$ cat src/rtl/sha1md_pkg.sv
// Package for the SHA-1 digest core: initial chain words, round constants,
// block layout constants, round function and the controller/datapath structs.
// No dependencies.
`default_nettype none

package sha1md_pkg;

  localparam int unsigned NUM_ROUNDS = 80;

  // Byte slots in a 512-bit block
  localparam logic [5:0] POS_LAST = 6'd63;  // last slot of a block
  localparam logic [5:0] POS_FIT  = 6'd54;  // last slot that leaves room for 0x80 and length
  localparam logic [5:0] POS_NOFIT = 6'd55; // from here on the length needs another block

  localparam logic [7:0]  PAD_BYTE = 8'h80;
  localparam logic [63:0] LEN_STEP = 64'd8;
  localparam logic [31:0] PAD_LEAD_WORD = 32'h8000_0000;

  localparam logic [6:0] ROUND_LAST = 7'(NUM_ROUNDS - 1);
  localparam logic [6:0] GRP1_START = 7'd20;
  localparam logic [6:0] GRP2_START = 7'd40;
  localparam logic [6:0] GRP3_START = 7'd60;

  localparam logic [31:0] CHAIN_INIT [5] = '{
    32'h6745_2301, 32'hEFCD_AB89, 32'h98BA_DCFE, 32'h1032_5476, 32'hC3D2_E1F0
  };

  typedef enum logic [1:0] {
    GRP_CHOOSE = 2'd0,
    GRP_PARITY1 = 2'd1,
    GRP_MAJORITY = 2'd2,
    GRP_PARITY2 = 2'd3
  } grp_t;

  localparam logic [31:0] ROUND_K [4] = '{
    32'h5A82_7999, 32'h6ED9_EBA1, 32'h8F1B_BCDC, 32'hCA62_C1D6
  };

  // Commands from the controller to the datapath
  typedef struct packed {
    logic byte_we;     // accept transaction: write byte, pad if last
    logic load_blk;    // start a compression on the buffered block
    logic load_extra;  // start a compression on a length-only pad block
    logic extra_lead;  // pad block opens with the 0x80 byte
    logic round_en;    // run one round
    grp_t grp;         // round group of the current round
    logic feed_fwd;    // add working words into the chain
    logic finish;      // capture digest, restore chain and length
  } cmd_t;

  typedef struct packed {
    logic [5:0] pos;   // next free byte slot
  } sts_t;

  function automatic logic [31:0] round_fn(grp_t g, logic [31:0] b, logic [31:0] c,
                                           logic [31:0] d);
    logic [31:0] f;
    case (g)
      GRP_CHOOSE:   f = (b & c) | (~b & d);
      GRP_MAJORITY: f = (b & c) | (b & d) | (c & d);
      default:      f = b ^ c ^ d;
    endcase
    return f;
  endfunction

endpackage

`default_nettype wire

$ cat src/rtl/sha1md_if.sv
// Valid/ready channel interfaces of the SHA-1 digest core: byte input and
// digest output. No dependencies.
`default_nettype none

interface sha1md_in_if;
  logic       valid;
  logic       ready;
  logic [7:0] message_byte;
  logic       is_last;

  modport source (output valid, message_byte, is_last, input ready);
  modport sink   (input valid, message_byte, is_last, output ready);
endinterface

interface sha1md_out_if;
  logic        valid;
  logic        ready;
  logic [31:0] digest_word0;
  logic [31:0] digest_word1;
  logic [31:0] digest_word2;
  logic [31:0] digest_word3;
  logic [31:0] digest_word4;

  modport source (output valid, digest_word0, digest_word1, digest_word2, digest_word3,
                  digest_word4, input ready);
  modport sink   (input valid, digest_word0, digest_word1, digest_word2, digest_word3,
                  digest_word4, output ready);
endinterface

`default_nettype wire

$ cat src/rtl/sha1_message_digest_core.sv
// SHA-1 digest core, one message byte per transaction, digest as five words.
// Bytes enter at one per cycle while the block buffer has room; a full block
// then runs 80 rounds on the single round unit. When the length does not fit,
// an extra padding block follows. No new message is taken until the digest
// sits in the output register. Synchronous active-low reset loads the initial
// chain value and empties the buffer.
`default_nettype none

module sha1_message_digest_core import sha1md_pkg::*; (
  input  logic          clk,
  input  logic          rst_n,
  sha1md_in_if.sink     in_chan,
  sha1md_out_if.source  out_chan
);

  cmd_t             cmd;
  sts_t             sts;
  logic [4:0][31:0] digest;
  logic             in_ready;
  logic             out_valid;

  sha1md_ctrl u_ctrl (
    .clk        (clk),
    .rst_n      (rst_n),
    .in_valid   (in_chan.valid),
    .in_is_last (in_chan.is_last),
    .in_ready   (in_ready),
    .out_valid  (out_valid),
    .out_ready  (out_chan.ready),
    .sts        (sts),
    .cmd        (cmd)
  );

  sha1md_dp u_dp (
    .clk        (clk),
    .rst_n      (rst_n),
    .cmd        (cmd),
    .in_byte    (in_chan.message_byte),
    .in_is_last (in_chan.is_last),
    .sts        (sts),
    .digest     (digest)
  );

  assign in_chan.ready         = in_ready;
  assign out_chan.valid        = out_valid;
  assign out_chan.digest_word0 = digest[0];
  assign out_chan.digest_word1 = digest[1];
  assign out_chan.digest_word2 = digest[2];
  assign out_chan.digest_word3 = digest[3];
  assign out_chan.digest_word4 = digest[4];

endmodule

`default_nettype wire

$ cat src/rtl/sha1md_dp.sv
// Datapath of the SHA-1 digest core: block buffer with padding, message
// schedule window, round unit, chain value, length counter, digest register.
// Depends on sha1md_pkg.
`default_nettype none

module sha1md_dp import sha1md_pkg::*; (
  input  logic             clk,
  input  logic             rst_n,
  input  cmd_t             cmd,
  input  logic [7:0]       in_byte,
  input  logic             in_is_last,
  output sts_t             sts,
  output logic [4:0][31:0] digest
);

  logic [31:0] chain_r [5];
  logic [31:0] chain_nxt [5];
  logic [63:0] len_r, len_nxt;
  logic [5:0]  pos_r, pos_nxt;

  logic [31:0] blk_r [16];
  logic [31:0] blk_nxt [16];
  logic [31:0] win_r [16];
  logic [31:0] win_nxt [16];
  logic [31:0] wv_r [5];
  logic [31:0] wv_nxt [5];
  logic [4:0][31:0] digest_r, digest_nxt;

  logic [63:0] len_new;
  logic [6:0]  pos_p1;
  logic        fits;
  logic [31:0] sched_new;
  logic [31:0] round_sum;

  assign len_new = len_r + LEN_STEP;
  assign pos_p1  = {1'b0, pos_r} + 7'd1;
  assign fits    = (pos_r <= POS_FIT);

  assign sched_new = {win_r[13][30:0] ^ win_r[8][30:0] ^ win_r[2][30:0] ^ win_r[0][30:0],
                      win_r[13][31] ^ win_r[8][31] ^ win_r[2][31] ^ win_r[0][31]};

  assign round_sum = {wv_r[0][26:0], wv_r[0][31:27]}
                   + round_fn(cmd.grp, wv_r[1], wv_r[2], wv_r[3])
                   + wv_r[4] + win_r[0] + ROUND_K[cmd.grp];

  // Byte write and padding into the block buffer
  always_comb begin
    logic [6:0] k;
    k = '0;
    for (int w = 0; w < 16; w++) begin
      blk_nxt[w] = blk_r[w];
    end
    pos_nxt = pos_r;
    len_nxt = len_r;
    if (cmd.byte_we) begin
      for (int w = 0; w < 16; w++) begin
        for (int b = 0; b < 4; b++) begin
          k = 7'(4 * w + b);
          if (k == {1'b0, pos_r}) begin
            blk_nxt[w][31 - 8 * b -: 8] = in_byte;
          end else if (in_is_last && k == pos_p1) begin
            blk_nxt[w][31 - 8 * b -: 8] = PAD_BYTE;
          end else if (in_is_last && k > pos_p1) begin
            blk_nxt[w][31 - 8 * b -: 8] = 8'h00;
          end
        end
      end
      if (in_is_last && fits) begin
        blk_nxt[14] = len_new[63:32];
        blk_nxt[15] = len_new[31:0];
      end
      len_nxt = len_new;
      pos_nxt = (in_is_last || pos_r == POS_LAST) ? 6'd0 : pos_r + 6'd1;
    end
    if (cmd.finish) begin
      len_nxt = '0;
    end
  end

  // Schedule window, working words, chain and digest
  always_comb begin
    for (int i = 0; i < 16; i++) begin
      win_nxt[i] = win_r[i];
    end
    for (int i = 0; i < 5; i++) begin
      wv_nxt[i]    = wv_r[i];
      chain_nxt[i] = chain_r[i];
    end
    digest_nxt = digest_r;

    if (cmd.load_blk) begin
      for (int i = 0; i < 16; i++) begin
        win_nxt[i] = blk_r[i];
      end
      for (int i = 0; i < 5; i++) begin
        wv_nxt[i] = chain_r[i];
      end
    end else if (cmd.load_extra) begin
      for (int i = 0; i < 16; i++) begin
        win_nxt[i] = '0;
      end
      win_nxt[0]  = cmd.extra_lead ? PAD_LEAD_WORD : 32'h0;
      win_nxt[14] = len_r[63:32];
      win_nxt[15] = len_r[31:0];
      for (int i = 0; i < 5; i++) begin
        wv_nxt[i] = chain_r[i];
      end
    end else if (cmd.round_en) begin
      for (int i = 0; i < 15; i++) begin
        win_nxt[i] = win_r[i + 1];
      end
      win_nxt[15] = sched_new;
      wv_nxt[0] = round_sum;
      wv_nxt[1] = wv_r[0];
      wv_nxt[2] = {wv_r[1][1:0], wv_r[1][31:2]};
      wv_nxt[3] = wv_r[2];
      wv_nxt[4] = wv_r[3];
    end

    if (cmd.feed_fwd) begin
      for (int i = 0; i < 5; i++) begin
        chain_nxt[i] = chain_r[i] + wv_r[i];
      end
    end else if (cmd.finish) begin
      for (int i = 0; i < 5; i++) begin
        digest_nxt[i] = chain_r[i];
        chain_nxt[i]  = CHAIN_INIT[i];
      end
    end
  end

  always_ff @(posedge clk) begin
    if (!rst_n) begin
      for (int i = 0; i < 5; i++) begin
        chain_r[i] <= CHAIN_INIT[i];
      end
      len_r <= '0;
      pos_r <= '0;
    end else begin
      for (int i = 0; i < 5; i++) begin
        chain_r[i] <= chain_nxt[i];
      end
      len_r <= len_nxt;
      pos_r <= pos_nxt;
    end
  end

  always_ff @(posedge clk) begin
    for (int i = 0; i < 16; i++) begin
      blk_r[i] <= blk_nxt[i];
      win_r[i] <= win_nxt[i];
    end
    for (int i = 0; i < 5; i++) begin
      wv_r[i] <= wv_nxt[i];
    end
    digest_r <= digest_nxt;
  end

  assign sts.pos = pos_r;
  assign digest  = digest_r;

endmodule

`default_nettype wire

$ cat src/rtl/sha1md_ctrl.sv
// Controller of the SHA-1 digest core: block bookkeeping, round sequencing,
// padding decisions and the output valid flag.
// Depends on sha1md_pkg.
`default_nettype none

module sha1md_ctrl import sha1md_pkg::*; (
  input  logic clk,
  input  logic rst_n,
  input  logic in_valid,
  input  logic in_is_last,
  output logic in_ready,
  output logic out_valid,
  input  logic out_ready,
  input  sts_t sts,
  output cmd_t cmd
);

  typedef enum logic [4:0] {
    ST_FILL  = 5'b00001,
    ST_RUN   = 5'b00010,
    ST_ADD   = 5'b00100,
    ST_EXTRA = 5'b01000,
    ST_OUT   = 5'b10000
  } state_t;

  state_t     state_r, state_nxt;
  logic [6:0] round_r, round_nxt;
  logic       blk_full_r, blk_full_nxt;
  logic       closing_r, closing_nxt;
  logic       pend_final_r, pend_final_nxt;
  logic       pend_extra_r, pend_extra_nxt;
  logic       pend_lead_r, pend_lead_nxt;
  logic       cur_final_r, cur_final_nxt;
  logic       cur_extra_r, cur_extra_nxt;
  logic       cur_lead_r, cur_lead_nxt;
  logic       out_valid_r, out_valid_nxt;
  logic       accept;

  // Hold off bytes while a complete block waits or a message is closing
  assign in_ready = !blk_full_r && !closing_r;
  assign accept   = in_valid && in_ready;

  always_comb begin
    state_nxt      = state_r;
    round_nxt      = round_r;
    blk_full_nxt   = blk_full_r;
    closing_nxt    = closing_r;
    pend_final_nxt = pend_final_r;
    pend_extra_nxt = pend_extra_r;
    pend_lead_nxt  = pend_lead_r;
    cur_final_nxt  = cur_final_r;
    cur_extra_nxt  = cur_extra_r;
    cur_lead_nxt   = cur_lead_r;
    out_valid_nxt  = out_valid_r && !out_ready;

    cmd            = '0;
    cmd.byte_we    = accept;
    cmd.extra_lead = cur_lead_r;
    if (round_r < GRP1_START) begin
      cmd.grp = GRP_CHOOSE;
    end else if (round_r < GRP2_START) begin
      cmd.grp = GRP_PARITY1;
    end else if (round_r < GRP3_START) begin
      cmd.grp = GRP_MAJORITY;
    end else begin
      cmd.grp = GRP_PARITY2;
    end

    if (accept && (in_is_last || sts.pos == POS_LAST)) begin
      blk_full_nxt   = 1'b1;
      pend_final_nxt = in_is_last;
      pend_extra_nxt = in_is_last && (sts.pos >= POS_NOFIT);
      pend_lead_nxt  = in_is_last && (sts.pos == POS_LAST);
    end
    if (accept && in_is_last) begin
      closing_nxt = 1'b1;
    end

    case (state_r)
      ST_FILL: begin
        if (blk_full_r) begin
          cmd.load_blk  = 1'b1;
          blk_full_nxt  = 1'b0;
          cur_final_nxt = pend_final_r;
          cur_extra_nxt = pend_extra_r;
          cur_lead_nxt  = pend_lead_r;
          round_nxt     = '0;
          state_nxt     = ST_RUN;
        end
      end
      ST_RUN: begin
        cmd.round_en = 1'b1;
        round_nxt    = round_r + 7'd1;
        if (round_r == ROUND_LAST) begin
          state_nxt = ST_ADD;
        end
      end
      ST_ADD: begin
        cmd.feed_fwd = 1'b1;
        if (!cur_final_r) begin
          state_nxt = ST_FILL;
        end else if (cur_extra_r) begin
          state_nxt = ST_EXTRA;
        end else begin
          state_nxt = ST_OUT;
        end
      end
      ST_EXTRA: begin
        cmd.load_extra = 1'b1;
        cur_extra_nxt  = 1'b0;
        round_nxt      = '0;
        state_nxt      = ST_RUN;
      end
      ST_OUT: begin
        // Wait for the digest register to drain
        if (!out_valid_r || out_ready) begin
          cmd.finish    = 1'b1;
          out_valid_nxt = 1'b1;
          closing_nxt   = 1'b0;
          state_nxt     = ST_FILL;
        end
      end
      default: begin
        state_nxt = ST_FILL;
      end
    endcase
  end

  always_ff @(posedge clk) begin
    if (!rst_n) begin
      state_r      <= ST_FILL;
      round_r      <= '0;
      blk_full_r   <= 1'b0;
      closing_r    <= 1'b0;
      pend_final_r <= 1'b0;
      pend_extra_r <= 1'b0;
      pend_lead_r  <= 1'b0;
      cur_final_r  <= 1'b0;
      cur_extra_r  <= 1'b0;
      cur_lead_r   <= 1'b0;
      out_valid_r  <= 1'b0;
    end else begin
      state_r      <= state_nxt;
      round_r      <= round_nxt;
      blk_full_r   <= blk_full_nxt;
      closing_r    <= closing_nxt;
      pend_final_r <= pend_final_nxt;
      pend_extra_r <= pend_extra_nxt;
      pend_lead_r  <= pend_lead_nxt;
      cur_final_r  <= cur_final_nxt;
      cur_extra_r  <= cur_extra_nxt;
      cur_lead_r   <= cur_lead_nxt;
      out_valid_r  <= out_valid_nxt;
    end
  end

  assign out_valid = out_valid_r;

endmodule

`default_nettype wire
$ cat src/flat_wrapper.sv
// flat-port wrapper written by rule: the top's interface ports become plain ports
module sha1_message_digest_core_flat import sha1md_pkg::*;
  (clk, rst_n, in_chan_valid, in_chan_message_byte, in_chan_is_last, in_chan_ready, out_chan_valid, out_chan_digest_word0, out_chan_digest_word1, out_chan_digest_word2, out_chan_digest_word3, out_chan_digest_word4, out_chan_ready);
  sha1md_in_if in_chan_i ();
  sha1md_out_if out_chan_i ();
  input  logic clk;
  input  logic rst_n;
  input wire logic [$bits(in_chan_i.valid)-1:0] in_chan_valid;
  input wire logic [$bits(in_chan_i.message_byte)-1:0] in_chan_message_byte;
  input wire logic [$bits(in_chan_i.is_last)-1:0] in_chan_is_last;
  output wire logic [$bits(in_chan_i.ready)-1:0] in_chan_ready;
  output wire logic [$bits(out_chan_i.valid)-1:0] out_chan_valid;
  output wire logic [$bits(out_chan_i.digest_word0)-1:0] out_chan_digest_word0;
  output wire logic [$bits(out_chan_i.digest_word1)-1:0] out_chan_digest_word1;
  output wire logic [$bits(out_chan_i.digest_word2)-1:0] out_chan_digest_word2;
  output wire logic [$bits(out_chan_i.digest_word3)-1:0] out_chan_digest_word3;
  output wire logic [$bits(out_chan_i.digest_word4)-1:0] out_chan_digest_word4;
  input wire logic [$bits(out_chan_i.ready)-1:0] out_chan_ready;
  assign in_chan_i.valid = in_chan_valid;
  assign in_chan_i.message_byte = in_chan_message_byte;
  assign in_chan_i.is_last = in_chan_is_last;
  assign in_chan_ready = in_chan_i.ready;
  assign out_chan_valid = out_chan_i.valid;
  assign out_chan_digest_word0 = out_chan_i.digest_word0;
  assign out_chan_digest_word1 = out_chan_i.digest_word1;
  assign out_chan_digest_word2 = out_chan_i.digest_word2;
  assign out_chan_digest_word3 = out_chan_i.digest_word3;
  assign out_chan_digest_word4 = out_chan_i.digest_word4;
  assign out_chan_i.ready = out_chan_ready;
  sha1_message_digest_core u_core (.clk(clk), .rst_n(rst_n), .in_chan(in_chan_i), .out_chan(out_chan_i));
endmodule
$ cat config.mk
export PLATFORM = sky130hd
export DESIGN_NAME = sha1_message_digest_core_flat
export DESIGN_NICKNAME = d
export VERILOG_FILES = /design/src/rtl/sha1md_pkg.sv /design/src/rtl/sha1md_if.sv /design/src/rtl/sha1_message_digest_core.sv /design/src/rtl/sha1md_dp.sv /design/src/rtl/sha1md_ctrl.sv /design/src/flat_wrapper.sv
export SDC_FILE = /design/constraint.sdc
export NUM_CORES = 2
export LEC_CHECK = 0
export BUFFER_PORTS_ARGS = -buffer_cell sky130_fd_sc_hd__buf_2
export CORE_ASPECT_RATIO = 2
export CORE_MARGIN = 8
export CORE_UTILIZATION = 45
export CTS_BUF_LIST = sky130_fd_sc_hd__clkbuf_4 sky130_fd_sc_hd__clkbuf_8 sky130_fd_sc_hd__clkbuf_16
export DETAILED_ROUTE_END_ITERATION = 6
export GPL_ROUTABILITY_DRIVEN = 0
export GPL_TIMING_DRIVEN = 0
export PLACE_DENSITY = 0.64
export SLEW_MARGIN = 15
export SYNTH_ARGS = -nofsm -noshare
export SYNTH_HDL_FRONTEND = slang
export SYNTH_SLANG_ARGS = --single-unit
$ cat constraint.sdc
create_clock -name clk -period 30.2 [get_ports clk]
set_input_delay 3.02 -clock clk [delete_from_list [all_inputs] [get_ports clk]]
set_output_delay 3.02 -clock clk [all_outputs]
set_load 0.005 [all_outputs]
==> metrics <==
Avg Inst Size Synth=10.33 µm²; Final Critical Period=10.29 ns; predominant post-synthesis flop cell=edfxtp_1; final setup violating endpoints=0; dpl hpwl=244400 µm; vias in the first global route=62620; switching pwr=2.229 mW; Synth area leader=edfxtp_1; post-synth top area share=50.80%; post-CTS setup buffer count=0; type of destination of the critical path=flop; DRC Markers=351; Min-Delay Path Class=reg -> reg; IO Pins=175; number of synthesized flops with an enable pin=1344; CTS tree=built; Critical Path Source Type=flop; cell row count=218; Slew Viols, Final=0; Comb power frac=28.3%; VDD IR max=0.05198 mV; Initial Utilization=45.15%; post-cts sizing count=0; Worst-path clk slew=0.07 ns; Syn Std Cell Area=79440 µm²; Worst-Skew Late Latency=0.87 ns; Power Internal=4.404 mW; sequential share of power=41.6%; switching share of power=33.61%; Yosys reg bits=1592; synth top area cells=edfxtp_1, nand2_1, dfxtp_1; vias per inst=6.037; clk sink count=1592; DP Worst Slack=19.42 ns; grt ovf=0; fin worst setup slack=19.91 ns; relative slew slack=7.383%; hold path cells=2; drt first pass iters=7; reg2reg path depth=26; DIE WIDTH=313.1 µm; WL/cell=31.23 µm; Tightest Pin Transition=1.389 ns; outcome=finished with violations; sequential cell area=45320 µm²; Final #Nets=8379; Die Span Y=610.2 µm; layout cell share with drive strength beyond 1=6.934%; critical-path maximum fanout=13; R2R setup slack=19.91 ns; Num CTS Buffers=151; maximum number of pins on one net before global-route repair=117; Area Growth Syn to Fin=11.85%; Clock power frac=30.1%; IO buf count=165; footprint of the multi-input gates=31700 µm²; GR Util All Layers=33.63%; DRT Wirelength=327600 µm; sequential share of the synthesized area=57.05%; period utilization=34.07%; initial antenna violation count=37; Iter 0 DRT Violations=7337; die area=191100 µm²; Clock Tree Root=clkbuf_16; failing checks=DRC; CP Data Required Time=30.72 ns; reg-to-reg startpoint=u_core.u_ctrl.round_r[5]; Hold Startpoint=u_core.u_ctrl.cur_extra_r; synthesis warning total=0; RSZ-0062 raised after global routing=false; Async SR Flop Fraction=0%; PD cells=74.65 nW/µm²; H-Tree Depth=4; library cells used by synthesis=91; R2R Path End=u_core.u_dp.wv_r[0][30]; filler cell count=15810; Max Cap Viol=0; Hold EP=u_core.u_ctrl.state_r[3]; Pleak=33.00 nW; Core Footprint=175900 µm²; Setup TNS Final=0 ns; Synth Instances=7690; Clock Skew=0.07155 ns; Hold Vio Cnt, Final=0; critical path data arrival time=10.81 ns; fmax=0.09719 GHz; CTS max path bufs=4; Post-Syn Nets=8032; Routed Antenna Nets=0; kind of critical path=reg -> reg; CTS Hold Buffers Added=0; first-pass GRT wire length=453900 µm; Hold WS=0.4585 ns; routed via count=63340
[cell usage after synthesis, drive strengths merged, types with 125 or more instances]
master and number:
a21oi 304, and2 423, clkbuf 379, dfxtp 248, edfxtp 1344, fa 125
ha 204, inv 249, nand2 1763, nor2 484, o21ai 807, xnor2 239
xor2 130
[routing by layer]
metal	part of all wire [%]	routed length, µm	track usage [%]
met1	27	89080	28.73
met2	49	159900	57.74
met3	9.2	30000	10.10
met4	15	48480	38.12
met5	0.065	213	1.429
[how the worst max path moves through the flow]
stage / from / to
after floorplan: u_core.u_ctrl.state_r[0] / u_core.u_dp.win_r[0][0]
after global placement: u_core.u_ctrl.state_r[0] / u_core.u_dp.win_r[1][80]
after detailed placement: u_core.u_ctrl.round_r[5] / u_core.u_dp.wv_r[0][30]
after CTS: u_core.u_ctrl.round_r[5] / u_core.u_dp.wv_r[0][30]
after global routing: u_core.u_ctrl.round_r[5] / u_core.u_dp.wv_r[0][30]
final: u_core.u_ctrl.round_r[5] / u_core.u_dp.wv_r[0][30]
[power groups by stage]
stage               combinational (mW)  sequential [mW]  clock [mW]
floorplan                         1.26             2.79           0
global placement                  1.75             2.90           0
detailed placement                1.80             2.79           0
CTS                               1.81             2.75        2.00
global route                      2.04             2.76        2.06
finish                            1.88             2.76        2.00
[critical path, cell delays in order, from the launching register on]
cell,delay (ns)
dfxtp_1,0.45
inv_1,0.11
maj3_1,0.37
a221oi_2,0.38
clkbuf_1,0.70
clkbuf_2,0.71
ha_1,0.27
clkbuf_1,0.85
clkbuf_2,0.68
a21oi_1,0.19
a21oi_1,0.43
fa_1,0.53
fa_1,0.55
inv_1,0.07
fa_1,0.56
inv_1,0.06
ha_1,0.31
a211o_1,0.29
a21oi_1,0.21
o21ai_0,0.19
and3_1,0.31
a2111oi_0,0.72
o31a_1,0.30
o21ai_1,0.14
a41oi_1,0.30
xor2_1,0.17
a21oi_1,0.08
[final cells by class]
cell class | instances | share of cell area [%]
buffer | 427 | 1.883
antenna | 34 | 0.09575
multi-input combinational | 5422 | 35.68
sequential | 1592 | 51.01
tap | 2310 | 3.253
timing repair buffer | 194 | 1.425
clock buffer | 183 | 4.619
inverter | 249 | 1.060
clock inverter | 81 | 0.9786
[kinds of logic (layout without fill, tap and decap cells)]
kind of cell    count (synthesis)  after routing  synth area share (%)
compound gates               1604           1604                 11.83
xor+xnor                      369            369                 4.068
fa+ha+maj                     330            330                 6.376
buf+inv                       676           1134                 3.216
flops                        1592           1592                 57.05
mux                            37             37                0.4678
other cells                     0             34                     0
simple gates                 3082           3082                 16.99
[flip-flops by register name, indices dropped and copies added (netlist names)]
signal and flops:
u_core.u_dp.blk_r 512, u_core.u_dp.win_r 512, u_core.u_dp.chain_r 160, u_core.u_dp.digest 160, u_core.u_dp.wv_r 160, u_core.u_dp.len_r 61, u_core.u_ctrl.round_r 7, u_core.u_dp.sts 6
u_core.u_ctrl.state_r 5, u_core.u_ctrl.blk_full_r 1, u_core.u_ctrl.closing_r 1, u_core.u_ctrl.cur_extra_r 1, u_core.u_ctrl.cur_final_r 1, u_core.u_ctrl.cur_lead_r 1, u_core.u_ctrl.out_valid 1, u_core.u_ctrl.pend_extra_r 1
u_core.u_ctrl.pend_final_r 1, u_core.u_ctrl.pend_lead_r 1
[stage by stage]
step | instances | instance area, µm² | total power, mW | utilization (%)
floorplan | 7690 | 79440 | 4.045 | -
finish | 10490 | 88860 | 6.633 | 50.51
global placement | 10170 | 83160 | 4.644 | 47.27
CTS | 10450 | 88570 | 6.558 | 50.34
global route | 10470 | 88790 | 6.867 | 50.47
detailed placement | 10190 | 83600 | 4.589 | 47.52
[cell usage in the layout, fill, tap and decap left out, types with 32 or more instances in the layout]
cell type	n
or3_1	32
o21a_1	33
inv_1	246
and2_1	423
o21ai_0	761
clkbuf_2	34
o31ai_1	41
a31oi_1	67
xor2_1	130
dfxtp_1	248
a21oi_1	298
a21boi_0	39
nor2b_1	42
ha_1	204
edfxtp_1	1344
diode_2	34
fa_1	125
nor2_1	461
o21ai_1	43
and3_1	41
a21o_1	75
clkbuf_16	153
nand2_1	1762
xnor2_1	238
nor3_1	81
buf_2	182
o211ai_1	34
clkbuf_1	346
nand3_1	117
mux2i_1	36
Note: power is estimated with default switching activity, not from simulation.
